## src/hdl/assert_macros.svh

```systemverilog
// ----------------------------------------------------------------------------
// assert_macros.svh
// Shared concurrent assertion macros, sampled on a clock and held off in reset
// ----------------------------------------------------------------------------
`ifndef ASSERT_MACROS_SVH
`define ASSERT_MACROS_SVH

// antecedent in a cycle implies consequent in that same cycle
`define ASSERT_IMPLY(label, clk, rst_n, ante, cons) \
  label: assert property (@(posedge clk) disable iff (!rst_n) (ante) |-> (cons)) \
    else $error("assertion failed: label");

// antecedent in a cycle implies consequent in the cycle after
`define ASSERT_NEXT(label, clk, rst_n, ante, cons) \
  label: assert property (@(posedge clk) disable iff (!rst_n) (ante) |=> (cons)) \
    else $error("assertion failed: label");

`endif

```

## src/hdl/mei_pkg.sv

```systemverilog
// ----------------------------------------------------------------------------
// mei_pkg
// Types and constants shared by the escape-time iterator modules
// ----------------------------------------------------------------------------
package mei_pkg;

  localparam int FIELD_W  = 32;
  localparam int CODE_W   = 12;
  localparam int LIMIT_W  = 10;

  localparam logic [LIMIT_W-1:0]       LIMIT_RESET = 10'd255;
  localparam logic signed [CODE_W-1:0] CODE_INSIDE = 12'sd128;
  localparam logic signed [CODE_W-1:0] CODE_SKIP_BELOW = -12'sd256;

  typedef struct packed {
    logic signed [FIELD_W-1:0] c_real;
    logic signed [FIELD_W-1:0] c_imag;
    logic signed [CODE_W-1:0]  prior_code;
  } in_item_t;

  typedef struct packed {
    logic signed [CODE_W-1:0] result_code;
    logic                     skipped;
  } out_item_t;

  // controller to datapath
  typedef struct packed {
    logic load;        // capture a new point
    logic mul;         // register the three products of z
    logic step;        // z <= z*z + c, count up
    logic set_escape;  // result is minus the count
    logic set_inside;  // result is the bounded code
    logic push;        // move result into the output register
  } mei_cmd_t;

  // datapath to controller
  typedef struct packed {
    logic skip;        // incoming prior code is passed through
    logic escaped;     // |z|^2 above four after at least one iteration
    logic at_limit;    // iteration count reached the limit
    logic out_free;    // output register can take a result this cycle
  } mei_sts_t;

endpackage

```

## src/hdl/mei_ctrl.sv

```systemverilog
// ----------------------------------------------------------------------------
// mei_ctrl
// Sequencer: accept a point, alternate multiply and update cycles, hand off
// ----------------------------------------------------------------------------
module mei_ctrl (
  input  logic              clk,
  input  logic              rst_n,
  input  logic              in_valid,
  output logic              in_stall,
  input  mei_pkg::mei_sts_t sts,
  output mei_pkg::mei_cmd_t cmd
);
  import mei_pkg::*;

  typedef enum logic [3:0] {
    ST_IDLE = 4'b0001,
    ST_MUL  = 4'b0010,
    ST_EVAL = 4'b0100,
    ST_DONE = 4'b1000
  } state_t;

  state_t state_r, state_nxt;

  always_ff @(posedge clk) begin
    if (!rst_n) begin
      state_r <= ST_IDLE;
    end else begin
      state_r <= state_nxt;
    end
  end

  assign in_stall = (state_r != ST_IDLE);

  always_comb begin
    state_nxt = state_r;
    cmd       = '0;
    case (state_r)
      ST_IDLE: begin
        if (in_valid) begin
          cmd.load  = 1'b1;
          state_nxt = sts.skip ? ST_DONE : ST_MUL;
        end
      end
      ST_MUL: begin
        cmd.mul   = 1'b1;
        state_nxt = ST_EVAL;
      end
      ST_EVAL: begin
        if (sts.escaped) begin
          cmd.set_escape = 1'b1;
          state_nxt      = ST_DONE;
        end else if (sts.at_limit) begin
          cmd.set_inside = 1'b1;
          state_nxt      = ST_DONE;
        end else begin
          cmd.step  = 1'b1;
          state_nxt = ST_MUL;
        end
      end
      ST_DONE: begin
        if (sts.out_free) begin
          cmd.push  = 1'b1;
          state_nxt = ST_IDLE;
        end
      end
      default: begin
        state_nxt = ST_IDLE;
      end
    endcase
  end

endmodule

```

## config.mk

```make
export PLATFORM = sky130hd
export DESIGN_NAME = mei_ctrl
export DESIGN_NICKNAME = d
export VERILOG_FILES = /design/src/hdl/assert_macros.svh /design/src/hdl/mei_pkg.sv /design/src/hdl/mei_ctrl.sv
export SDC_FILE = /design/constraint.sdc
export NUM_CORES = 1
export LEC_CHECK = 0
export BUFFER_PORTS_ARGS = -buffer_cell sky130_fd_sc_hd__buf_2
export CAP_MARGIN = 0
export CELL_PAD_IN_SITES_DETAIL_PLACEMENT = 2
export CELL_PAD_IN_SITES_GLOBAL_PLACEMENT = 2
export CORE_AREA = 2 2 39 41
export DETAILED_ROUTE_END_ITERATION = 6
export DIE_AREA = 0 0 41 43
export GPL_ROUTABILITY_DRIVEN = 1
export PLACE_DENSITY_LB_ADDON = 0.1
export SYNTH_ARGS = -nofsm -noshare
export SYNTH_HDL_FRONTEND = slang
export SYNTH_SLANG_ARGS = --single-unit
```

## constraint.sdc

```tcl
create_clock -name clk -period 1.8 [get_ports clk]
set_input_delay 0.09 -clock clk [delete_from_list [all_inputs] [get_ports clk]]
set_output_delay 0.09 -clock clk [all_outputs]
set_load 0.01 [all_outputs]
```

---- Yosys cells after proc, flatten, opt, wreduce, memory -nomap -nowiden ----
Cells that the tools add are included.
Widths: inputs -> output; s select.
storage, ports and cells
  flip-flop bits (word level) ............. 4
cells by class
  equality and inequality tests ........... 7
  reduce and logical (&&, ||, !) cells .... 1
  multiplexer cells ....................... 17
operators by type and width
  cell                number
  $mux 4              5
  $pmux 4 s4          1
  $mux 1              10
  $eq 4x1->1 const B  1
  $eq 4x2->1 const B  1
  $eq 4x3->1 const B  1
  $eq 4x4->1 const B  1
  $ne 2x2->1 const B  2
  $ne 4x1->1 const B  1
  $mux 3              1
  $reduce_and 2->1    1

---- Longest topological paths before layout ----
Gate-level depths: netlist of run 1.
  depth after elaboration ................. 3
  depth in mapped cells ................... 4
  mapped depth without buffers ............ 4

---- Worst setup path after synthesis of run 1 ----
OpenSTA, ideal clock, no wires.
  path type ............................... reg-to-reg
  from .................................... register state_r[1]
  to ...................................... register state_r[1]
  data required time ...................... 1.741 ns
  buffers on the path ..................... 0
  arrival time ............................ 1.269 ns
  cell stages (with the launch flop) ...... 4
  period minus slack after synthesis ...... 1.328 ns
  setup slack ............................. 0.472 ns
  cells stage by stage .................... dfxtp_1 -> nor4b_2 -> nor3b_1 -> o211a_1
between the ends
  word-level cells in the longest chain between the ends .. 3
  elaborated cells between the ends (all ways) .. 8
  classes of those cells .................. eq/ne (6); mux (1); reduce/logical (1)
RTL lines
  what                                      RTL line        text
  start, declared                           mei_ctrl.sv:22  state_t state_r, state_nxt;
  start signal, assigned                    mei_ctrl.sv:28  state_r <= state_nxt;
  $eq 4x4->1 or $eq 4x1->1 (tied branches)  mei_ctrl.sv:37  case (state_r)
  $ne 2x2->1 (no source line)               -
  $reduce_and 2->1 (no source line)         -
Parallel ways exist; a longest one is shown, timed or not.
A chain may end at the register's enable or synchronous reset.

==> results of run 1 <==
==> cell usage in the layout (no fill, tap or decap), drive strengths merged <==
cell    count
dfxtp       4
nor4b       4
and3b       2
and4b       1
inv         2
buf        13
o211a       1
nor3b       1
o21ai       3
clkbuf      3
o21a        1
and2        3
a21boi      1
o311a       1
nor2        2
nor2b       1
nand2       1
==> metrics by stage <==
| step | std cells | instance area [sq um] | hold WS, ns | setup slack, ns |
|---|---|---|---|---|
| 2_1_floorplan | 28 | 250 | 0.166 | 0.472 |
| 3_3_place_gp | 57 | 335 | 0.312 | 0.420 |
| 3_5_place_dp | 57 | 335 | 0.320 | 0.390 |
| 4_1_cts | 60 | 358 | 0.0655 | 0.162 |
| 5_1_grt | 60 | 358 | 0.0945 | 0.0384 |
| 6_report | 60 | 358 | 0.0716 | 0.231 |
==> layout make-up <==
| type | instances | area, sq um |
|---|---|---|
| Sequential cell | 4 | 80.1 |
| Fill cell | 176 | 1030 |
| Inverter | 2 | 7.51 |
| Multi-Input combinational cell | 22 | 163 |
| Timing Repair Buffer | 13 | 65.1 |
| Clock buffer | 3 | 22.5 |
| Tap cell | 16 | 20.0 |
==> power by group <==
| group | switching [W] | internal (W) | total, W | leakage [nW] |
|---|---|---|---|---|
| Combinational | 0.0000252 | 0.0000260 | 0.0000512 | 0.133 |
| Clock | 0.0000406 | 0.0000748 | 0.000115 | 0.0138 |
| Sequential | 0.00000941 | 0.0000946 | 0.000104 | 0.0327 |
==> how the worst max path moves through the flow <==
| stage | depth (start not counted) | to | slack, ns | start |
|---|---|---|---|---|
| 5_1_grt | 3 | cmd[3] | 0.04 | state_r[2]$_SDFFE_PN0P_ |
| 3_5_place_dp | 4 | state_r[1]$_SDFFE_PN0P_ | 0.39 | state_r[0]$_SDFFE_PN1P_ |
| 3_3_place_gp | 4 | state_r[1]$_SDFFE_PN0P_ | 0.42 | state_r[0]$_SDFFE_PN1P_ |
| 2_1_floorplan | 3 | state_r[1]$_SDFFE_PN0P_ | 0.47 | state_r[1]$_SDFFE_PN0P_ |
| 6_report | 3 | cmd[3] | 0.23 | state_r[0]$_SDFFE_PN1P_ |
| 4_1_cts | 3 | cmd[3] | 0.16 | state_r[0]$_SDFFE_PN1P_ |
==> routing by layer <==
metal | wire [um] | track usage | up-vias
met5 | 0 | 0 | -
met4 | 15 | 0.100 | 0
met3 | 28 | 0.0314 | 2
met2 | 380 | 0.141 | 8
met1 | 271 | 0.126 | 132
li1 | - | - | 137
==> kinds of logic after synthesis <==
kind of cell,count (synthesis),synth area share
buffers and inverters,2,0.0300
AOI/OAI and AO/OA,7,0.200
DFF,4,0.320
and+or+nand+nor,15,0.450
==> reports/summary.txt, run 1 <==
Status - completed
Final HPWL from detailed placement - 602 um
Peak supply drop - 169 uV
Arr. time, crit path - 1.48 ns
Worst R2R End - state_r[3]$_SDFFE_PN0P_
Worst Hold End - state_r[0]$_SDFFE_PN1P_
Synth top area cells - dfxtp_1 32%, nor4b_1 10%, and2_1 7.5%
Synthesized area - 250 sq um
Slew margin rel. - 0.655
Fin util - 0.259
Bufs on Longest Clock Path - 2
Worst Setup Path Type - flop to output pin
Routed wire length - 695 um
Max reg flops - 4
CP startpoint kind - flop
Slowest stage delay, CP - 0.40 ns
Yosys warning count - 0
Vias in the first global route - 282
CTS sink cnt - 4
Post-synth ARST share - 0
Unrepaired setup endpoints after global routing - no
Synth Register Bits - 4
Slew Limit Fails - 0
Initial Util - 0.181
Biggest regs - state_r x4
Final Hold Viols - 0
Hold depth - 2
Reg2reg path depth - 4
Crit-path slowest cell - nor4b_2
Fin nets - 53
DRT antenna net count - 0
Row cnt - 14
Via density - 4.65
Die width - 41 um
Top-area cell type share of the netlist area - 0.320
TritonCTS Buffers - 3
Pin count of the biggest net entering global routing - 9
Routed length per instance - 11.6 um
Drt first pass iters - 1
Die height - 43 um
First-pass GRT wire length - 1190 um
PnR Total Power - 0.000271 W
Max-cap viol count - 0
Clk slew on worst S/H paths - 0.04 ns
Top delay family on crit path - simple AND/OR/NAND/NOR gates
Tightest Hold Check Type - input port to flop
Synth top cells by count - 4 x dfxtp_1, 3 x and2_1, 3 x nor4b_1, 3 x o21ai_0
N_diodes - 0
Worst EP required - 1.71 ns
CP Cell Sequence - nor4b_2 > nor3b_1 > buf_2
Post-Syn Instances - 28
Initial antenna violation count - 0
Vias - 279
DR iter-0 viols - 0
Commonest register cell after synthesis - dfxtp_1
Die area - 0.00176 sq mm
Distinct cell type count after synthesis - 16
Core area - 0.00138 sq mm
Largest area contributor in the netlist - dfxtp_1
Post-layout min period - 1.57 ns
Post-synthesis average cell area - 8.94 sq um
Biggest register - state_r
Total GRT Usage - 0.106
Postcts setup bufs - 0
Skew final - 0.00659 ns
Routability cong. - 0.604
CP Max Fanout - 8
Overflow after GRT - 0
Fin crit share - 0.872
Post-cts repair resize count - 0
Cts hold-fix bufs - 0
P&R area growth vs syn - 43.0%
CTS Root Cell - clkbuf_4
Clk Latency, worst-skew pair - 0.24 ns
Power per cell area - 756 mW/mm^2
Mapped Nets - 35
Leak Pwr - 0.179 nW
Most frequent cell after synthesis - dfxtp_1
R2r startpoint - state_r[2]$_SDFFE_PN0P_
R2r setup slk - 0.42 ns
Number of H-tree levels - 1
CTS tree - done
Fraction of layout cells with a size suffix above 1 - 0.386
Worst Path Buf+Inv - 1
Buffers on Ports - 13
Setup_tns - 0 ns
CP endpoint kind - output pin
Max Freq - 637 MHz
Min-delay src - rst_n
DRC Markers - 0
Sequential-to-total area share from yosys stat - 0.320
Setup-failing EPs final - 0
I/O pin cnt - 14
Post-synth EDFFs - 0
Worst-margin pin slew - 0.511 ns
No activity file was read; power rests on OpenSTA's default activity.
==> run 2, diff against run 1 <==
Settings changed: ABC_AREA set to 1, CORE_AREA 2 2 39 41 to not set, CORE_UTILIZATION set to 18, DIE_AREA 0 0 41 43 to not set, GPL_TIMING_DRIVEN set to 0.
==> run 2 against run 1 <==
Global-route usage rose by 1.4 points; clock skew fell by 0.0038 ns; clock-buffer cell count did not move; wire length rose by 13%; core utilization rose by 1.9 points; final area rose by 4.5%; maximum frequency rose by 26%; via count rose by 18%; hold slack got worse by 0.0085 ns; first-iteration DRC count rose by 5; total power rose by 23%; critical path depth rose by 1; critical endpoint is now cmd[1].
==> reports/summary.txt, run 2 <==
Fin crit share - 0.694
CTS sink cnt - 4
Worst Path Buf+Inv - 1
Post-cts repair resize count - 0
Filler cells - 182
Status - completed
P&R area growth vs syn - 39.7%
Post-synth EDFFs - 0
Reg2reg path depth - 6
Post-synthesis compound-gate area fraction - 0.0374
Die height - 40.6 um
Clk pwr share - 0.328
Post-synth ARST share - 0
Post-synthesis average cell area - 5.82 sq um
Final HPWL from detailed placement - 668 um
Synth top area cells - dfxtp_1 30%, inv_1 15%, nand3_1 11%
Max Freq - 801 MHz
Buffers on Ports - 13
Slew margin rel. - 0.843
Pin count of the biggest net entering global routing - 6
Comb pwr share - 0.342
Largest area contributor in the netlist - dfxtp_1
Commonest register cell after synthesis - dfxtp_1
CP Cell Sequence - nor2_2 > nand2_2 > nor3_1 > buf_2
Post-Place Cells - 74
R2r startpoint - state_r[3]$_SDFFE_PN0P_
Power per cell area - 888 mW/mm^2
Die width - 40.6 um
Non-filler cells, final - 77
Overflow after GRT - 0
Main combinational cell family by area after synthesis - simple AND/OR/NAND/NOR gates
Post-synthesis mux area share - 0
Total GRT Usage - 0.119
Bufs on Longest Clock Path - 2
CP startpoint kind - flop
Via density - 4.27
Drt first pass iters - 4
Routed wire length - 784 um
Core area - 0.00135 sq mm
Vias in the first global route - 314
Peak supply drop - 320 uV
Biggest register - state_r
Sw power - 0.000116 W
R2r setup slk - 0.68 ns
Sw Share - 0.351
TritonCTS Buffers - 3
Flop pwr share - 0.331
CTS Root Cell - clkbuf_4
Die area - 0.00165 sq mm
Leak Pwr - 0.242 nW
Mapped Nets - 53
Most frequent cells in the layout - 13 x buf_2, 11 x inv_1, 8 x nor2_1
Synthesized area - 268 sq um
Fin nets - 71
Clk slew on worst S/H paths - 0.04 ns
N_diodes - 0
Synth Register Bits - 4
Crit-path slowest cell - dfxtp_1
Number of H-tree levels - 1
Routability cong. - 0.698
Initial antenna violation count - 0
Biggest regs - state_r x4
Post-layout min period - 1.25 ns
DR iter-0 viols - 5
I/O pin cnt - 14
Hold depth - 2
First-pass GRT wire length - 1230 um
Setup_tns - 0 ns
Row cnt - 13
Cts hold-fix bufs - 0
Initial Util - 0.198
Slowest stage delay, CP - 0.33 ns
Max reg flops - 4
CTS tree - done
Worst Hold End - state_r[0]$_SDFFE_PN1P_
Slew Limit Fails - 0
Worst R2R End - state_r[0]$_SDFFE_PN1P_
Fraction of layout cells with a size suffix above 1 - 0.339
Arr. time, crit path - 1.16 ns
Postcts setup bufs - 0
Worst EP required - 1.71 ns
Min-delay src - rst_n
Tightest Hold Check Type - input port to flop
DRT antenna net count - 0
Most frequent cell after synthesis - inv_1
Post-Syn Instances - 46
Sequential-to-total area share from yosys stat - 0.299
Yosys warning count - 0
Skew final - 0.00284 ns
Top-area cell type share of the netlist area - 0.299
Worst-margin pin slew - 0.236 ns
Most common cell after layout, fill and taps aside - buf_2
Pint - 0.000216 W
Simple-gate share of the synthesized area - 0.509
Setup-failing EPs final - 0
Top delay family on crit path - simple AND/OR/NAND/NOR gates
XOR/XNOR share of the synthesized area - 0
Worst Setup Path Type - flop to output pin
Unrepaired setup endpoints after global routing - no
Post-Synth Adder-Cell Area - 0
DRC Markers - 0
Distinct cell type count after synthesis - 12
Routed length per instance - 10.2 um
CP Max Fanout - 5
Max-cap viol count - 0
Synth top cells by count - 11 x inv_1, 8 x nor2_1, 7 x nand2_1
Vias - 329
CP endpoint kind - output pin
Final Hold Viols - 0
Clk Latency, worst-skew pair - 0.23 ns
Levels on crit path - 4
[run 2: final cells by class]
class,count,area (sq um),area share
repair buffers,13,65.1,0.174
clock buffers,3,22.5,0.0602
flip-flops and latches,4,80.1,0.214
inverters,11,41.3,0.110
multi-input cells,31,146,0.391
well taps,15,18.8,0.0502
[run 2: power groups by stage]
stage          clock, W  combinational, W  sequential [W]
2_1_floorplan         0         0.0000767        0.000110
3_3_place_gp          0          0.000113        0.000111
3_5_place_dp          0          0.000116        0.000111
4_1_cts        0.000115          0.000117        0.000110
5_1_grt        0.000124          0.000130        0.000112
6_report       0.000109          0.000114        0.000110
[run 2: per-stage QoR]
stage / cell area (sq um) / utilization / power, W / setup WS, ns / hold WS, ns
after floorplan: 268 / - / 0.000186 / 0.833 / 0.174
after global placement: 352 / 0.260 / 0.000224 / 0.707 / 0.299
after detailed placement: 352 / 0.260 / 0.000228 / 0.660 / 0.300
after CTS: 374 / 0.277 / 0.000343 / 0.506 / 0.0561
after global routing: 374 / 0.277 / 0.000366 / 0.380 / 0.0529
final: 374 / 0.277 / 0.000332 / 0.552 / 0.0631
[run 2: worst register-to-register path: cells and delay by family (launching register included)]
| kind | cells | cell delay (ns) |
|---|---|---|
| AND/OR/NAND/NOR | 5 | 0.61 |
| flip-flops | 1 | 0.34 |
| buffers and inverters | 1 | 0.05 |
[run 2: worst max path at each step]
stage                            start                 endpoint  slack [ns]
2_1_floorplan  state_r[0]$_SDFFE_PN1P_  state_r[0]$_SDFFE_PN1P_        0.83
3_3_place_gp   state_r[3]$_SDFFE_PN0P_  state_r[0]$_SDFFE_PN1P_        0.71
3_5_place_dp   state_r[3]$_SDFFE_PN0P_  state_r[0]$_SDFFE_PN1P_        0.66
4_1_cts        state_r[3]$_SDFFE_PN0P_                   cmd[4]        0.51
5_1_grt        state_r[2]$_SDFFE_PN0P_                   cmd[1]        0.38
6_report       state_r[1]$_SDFFE_PN0P_                   cmd[1]        0.55
[run 2: cells by family (layout without fill, tap and decap cells)]
| family | after synthesis | count (layout) |
|---|---|---|
| simple gates | 29 | 29 |
| buf+inv | 11 | 27 |
| flops | 4 | 4 |
| compound gates | 2 | 2 |
[run 2: routing by layer]
metal  track usage  vias to the layer above  part of all wire
met5             0                        -                 0
met4             0                        0                 0
met3        0.0833                        0             0.060
met2         0.202                       13              0.45
met1         0.128                      142              0.48
li1              -                      174                 -
==> run 3, diff against run 2 <==
Settings changed: CORE_UTILIZATION 18 to 16.
Clock period 1.8 ns to 1.1 ns, I/O delays scaled along.
==> run 3 against run 2 <==
The run now ends with negative setup slack left; wire length up 18%; core utilization rose by 5.6 points; clock skew decreased by 0.0026 ns; die area grew 12%; final area rose by 37%; final cell count up 14%; combinational power increased to 2.6 times the previous value; worst setup slack worse by 0.56 ns; clock power grew 62%; critical path type unchanged; critical endpoint is now cmd[0]; largest power group unchanged; highest routed layer unchanged.
==> reports/summary.txt, run 3 (synthesis results as in run 2) <==
Status - finished, violations left
Violated checks - negative setup slack
Slew Limit Fails - 0
Overflow after GRT - 0
Biggest register - state_r
Slew margin rel. - 0.892
Final Hold Viols - 0
Power per cell area - 1290 mW/mm^2
DRT antenna net count - 0
Tightest Hold Check Type - input port to flop
Post-Place Cells - 75
Clk slew on worst S/H paths - 0.04 ns
Crit-path slowest cell - dfxtp_2
Clk Latency, worst-skew pair - 0.23 ns
Fin nets - 81
Worst EP required - 1.04 ns
DRC Markers - 0
Pint - 0.000429 W
CTS Root Cell - clkbuf_4
Peak supply drop - 699 uV
First-pass GRT wire length - 1500 um
Comb pwr share - 0.439
Setup_tns - -0.00400 ns
Total GRT Usage - 0.110
I/O pin cnt - 14
Routed wire length - 922 um
CP Cell Sequence - nor2_4 > nand3_1 > nor2_1 > buf_2
Max reg flops - 4
Clk pwr share - 0.268
Biggest regs - state_r x4
Die height - 42.9 um
Vias in the first global route - 385
Setup-failing EPs final - 1
Fin crit share - 1.00
Max Freq - 906 MHz
CP endpoint kind - output pin
Routed length per instance - 10.5 um
P&R area growth vs syn - 91.6%
Die width - 42.9 um
Cell Area, Placed - 353 sq um
Buffers on Ports - 13
Skew final - 0.000246 ns
Register area - 87.6 sq um
Flop pwr share - 0.293
CP Max Fanout - 4
Via density - 4.25
CP startpoint kind - flop
Fraction of layout cells with a size suffix above 1 - 0.611
N_diodes - 0
Max-cap viol count - 0
Non-filler cells, final - 88
Die area - 0.00184 sq mm
Most common cell after layout, fill and taps aside - buf_2
Pin count of the biggest net entering global routing - 5
Number of H-tree levels - 1
Sw Share - 0.353
Unrepaired setup endpoints after global routing - yes
TritonCTS Buffers - 3
Bufs on Longest Clock Path - 2
Initial Util - 0.174
Drt first pass iters - 2
Post-layout min period - 1.10 ns
Core area - 0.00154 sq mm
PnR Total Power - 0.000663 W
Vias - 374
DR iter-0 viols - 3
Worst-margin pin slew - 0.162 ns
Sw power - 0.000234 W
PnR worst setup slack - -0.00400 ns
CTS sink cnt - 4
Row cnt - 14
Cts hold-fix bufs - 0
Final instance area - 513 sq um
Slowest stage delay, CP - 0.35 ns
Filler cells - 206
Setup WS pre-CTS - -0.0172 ns
Most frequent cells in the layout - 12 x buf_2, 10 x buf_4, 8 x inv_1
Arr. time, crit path - 1.05 ns
Final HPWL from detailed placement - 660 um
Initial antenna violation count - 0
CTS tree - done
Area taken by multi-input logic gates - 195 sq um
Worst Setup Path Type - flop to output pin
Leak Pwr - 0.307 nW
Routability cong. - 0.656
==> run 3: worst max-delay path, delay by kind of cell, from the launching register on <==
kind | cells | cell delay [ns]
buffers and inverters | 1 | 0.13
flip-flops | 1 | 0.35
AND/OR/NAND/NOR | 3 | 0.33
==> run 3: power groups by stage <==
stage               Clock [W]  Combinational [W]  Sequential [W]
floorplan                   0           0.000126        0.000179
global placement            0           0.000187        0.000181
detailed placement          0           0.000186        0.000183
CTS                  0.000186           0.000263        0.000195
global route         0.000191           0.000321        0.000198
finish               0.000177           0.000291        0.000194
==> run 3: cell type report <==
type | instances | area share
Clock buffer | 3 | 0.0439
Timing Repair Buffer | 23 | 0.285
Tap cell | 16 | 0.0390
Inverter | 11 | 0.0805
Multi-Input combinational cell | 31 | 0.380
Sequential cell | 4 | 0.171
==> run 3: repair_timing <==
action,in CTS,in global routing
setup endpoints to repair,9,10
gates resized for setup,15,5
buffers inserted,8,2
pin swaps,5,6
hold endpoints to repair,0,0
==> run 3: final timing paths <==
kind                            cells after the start                 endpoint               startpoint  slack, ns
worst max register to register                      8  state_r[0]$_SDFFE_PN1P_  state_r[0]$_SDFFE_PN1P_       0.04
worst min register to register                      3  state_r[0]$_SDFFE_PN1P_  state_r[2]$_SDFFE_PN0P_       0.62
worst max-delay path                                4                   cmd[0]  state_r[1]$_SDFFE_PN0P_     -0.004
worst min-delay path                                2  state_r[0]$_SDFFE_PN1P_                    rst_n       0.02
==> run 3: stage by stage <==
| stage | hold slack [ns] | utilization |
|---|---|---|
| 5_1_grt | 0.0403 | 0.333 |
| 6_report | 0.0205 | 0.333 |
| 4_1_cts | 0.0165 | 0.311 |
| 2_1_floorplan | 0.139 | - |
| 3_3_place_gp | 0.261 | 0.229 |
| 3_5_place_dp | 0.263 | 0.229 |
==> run 3: routing by layer <==
| metal | GRT usage | wire length (um) |
|---|---|---|
| met1 | 0.123 | 416 |
| met2 | 0.191 | 444 |
| met3 | 0.0383 | 61 |
| met4 | 0.0375 | 0 |
| met5 | 0 | 0 |
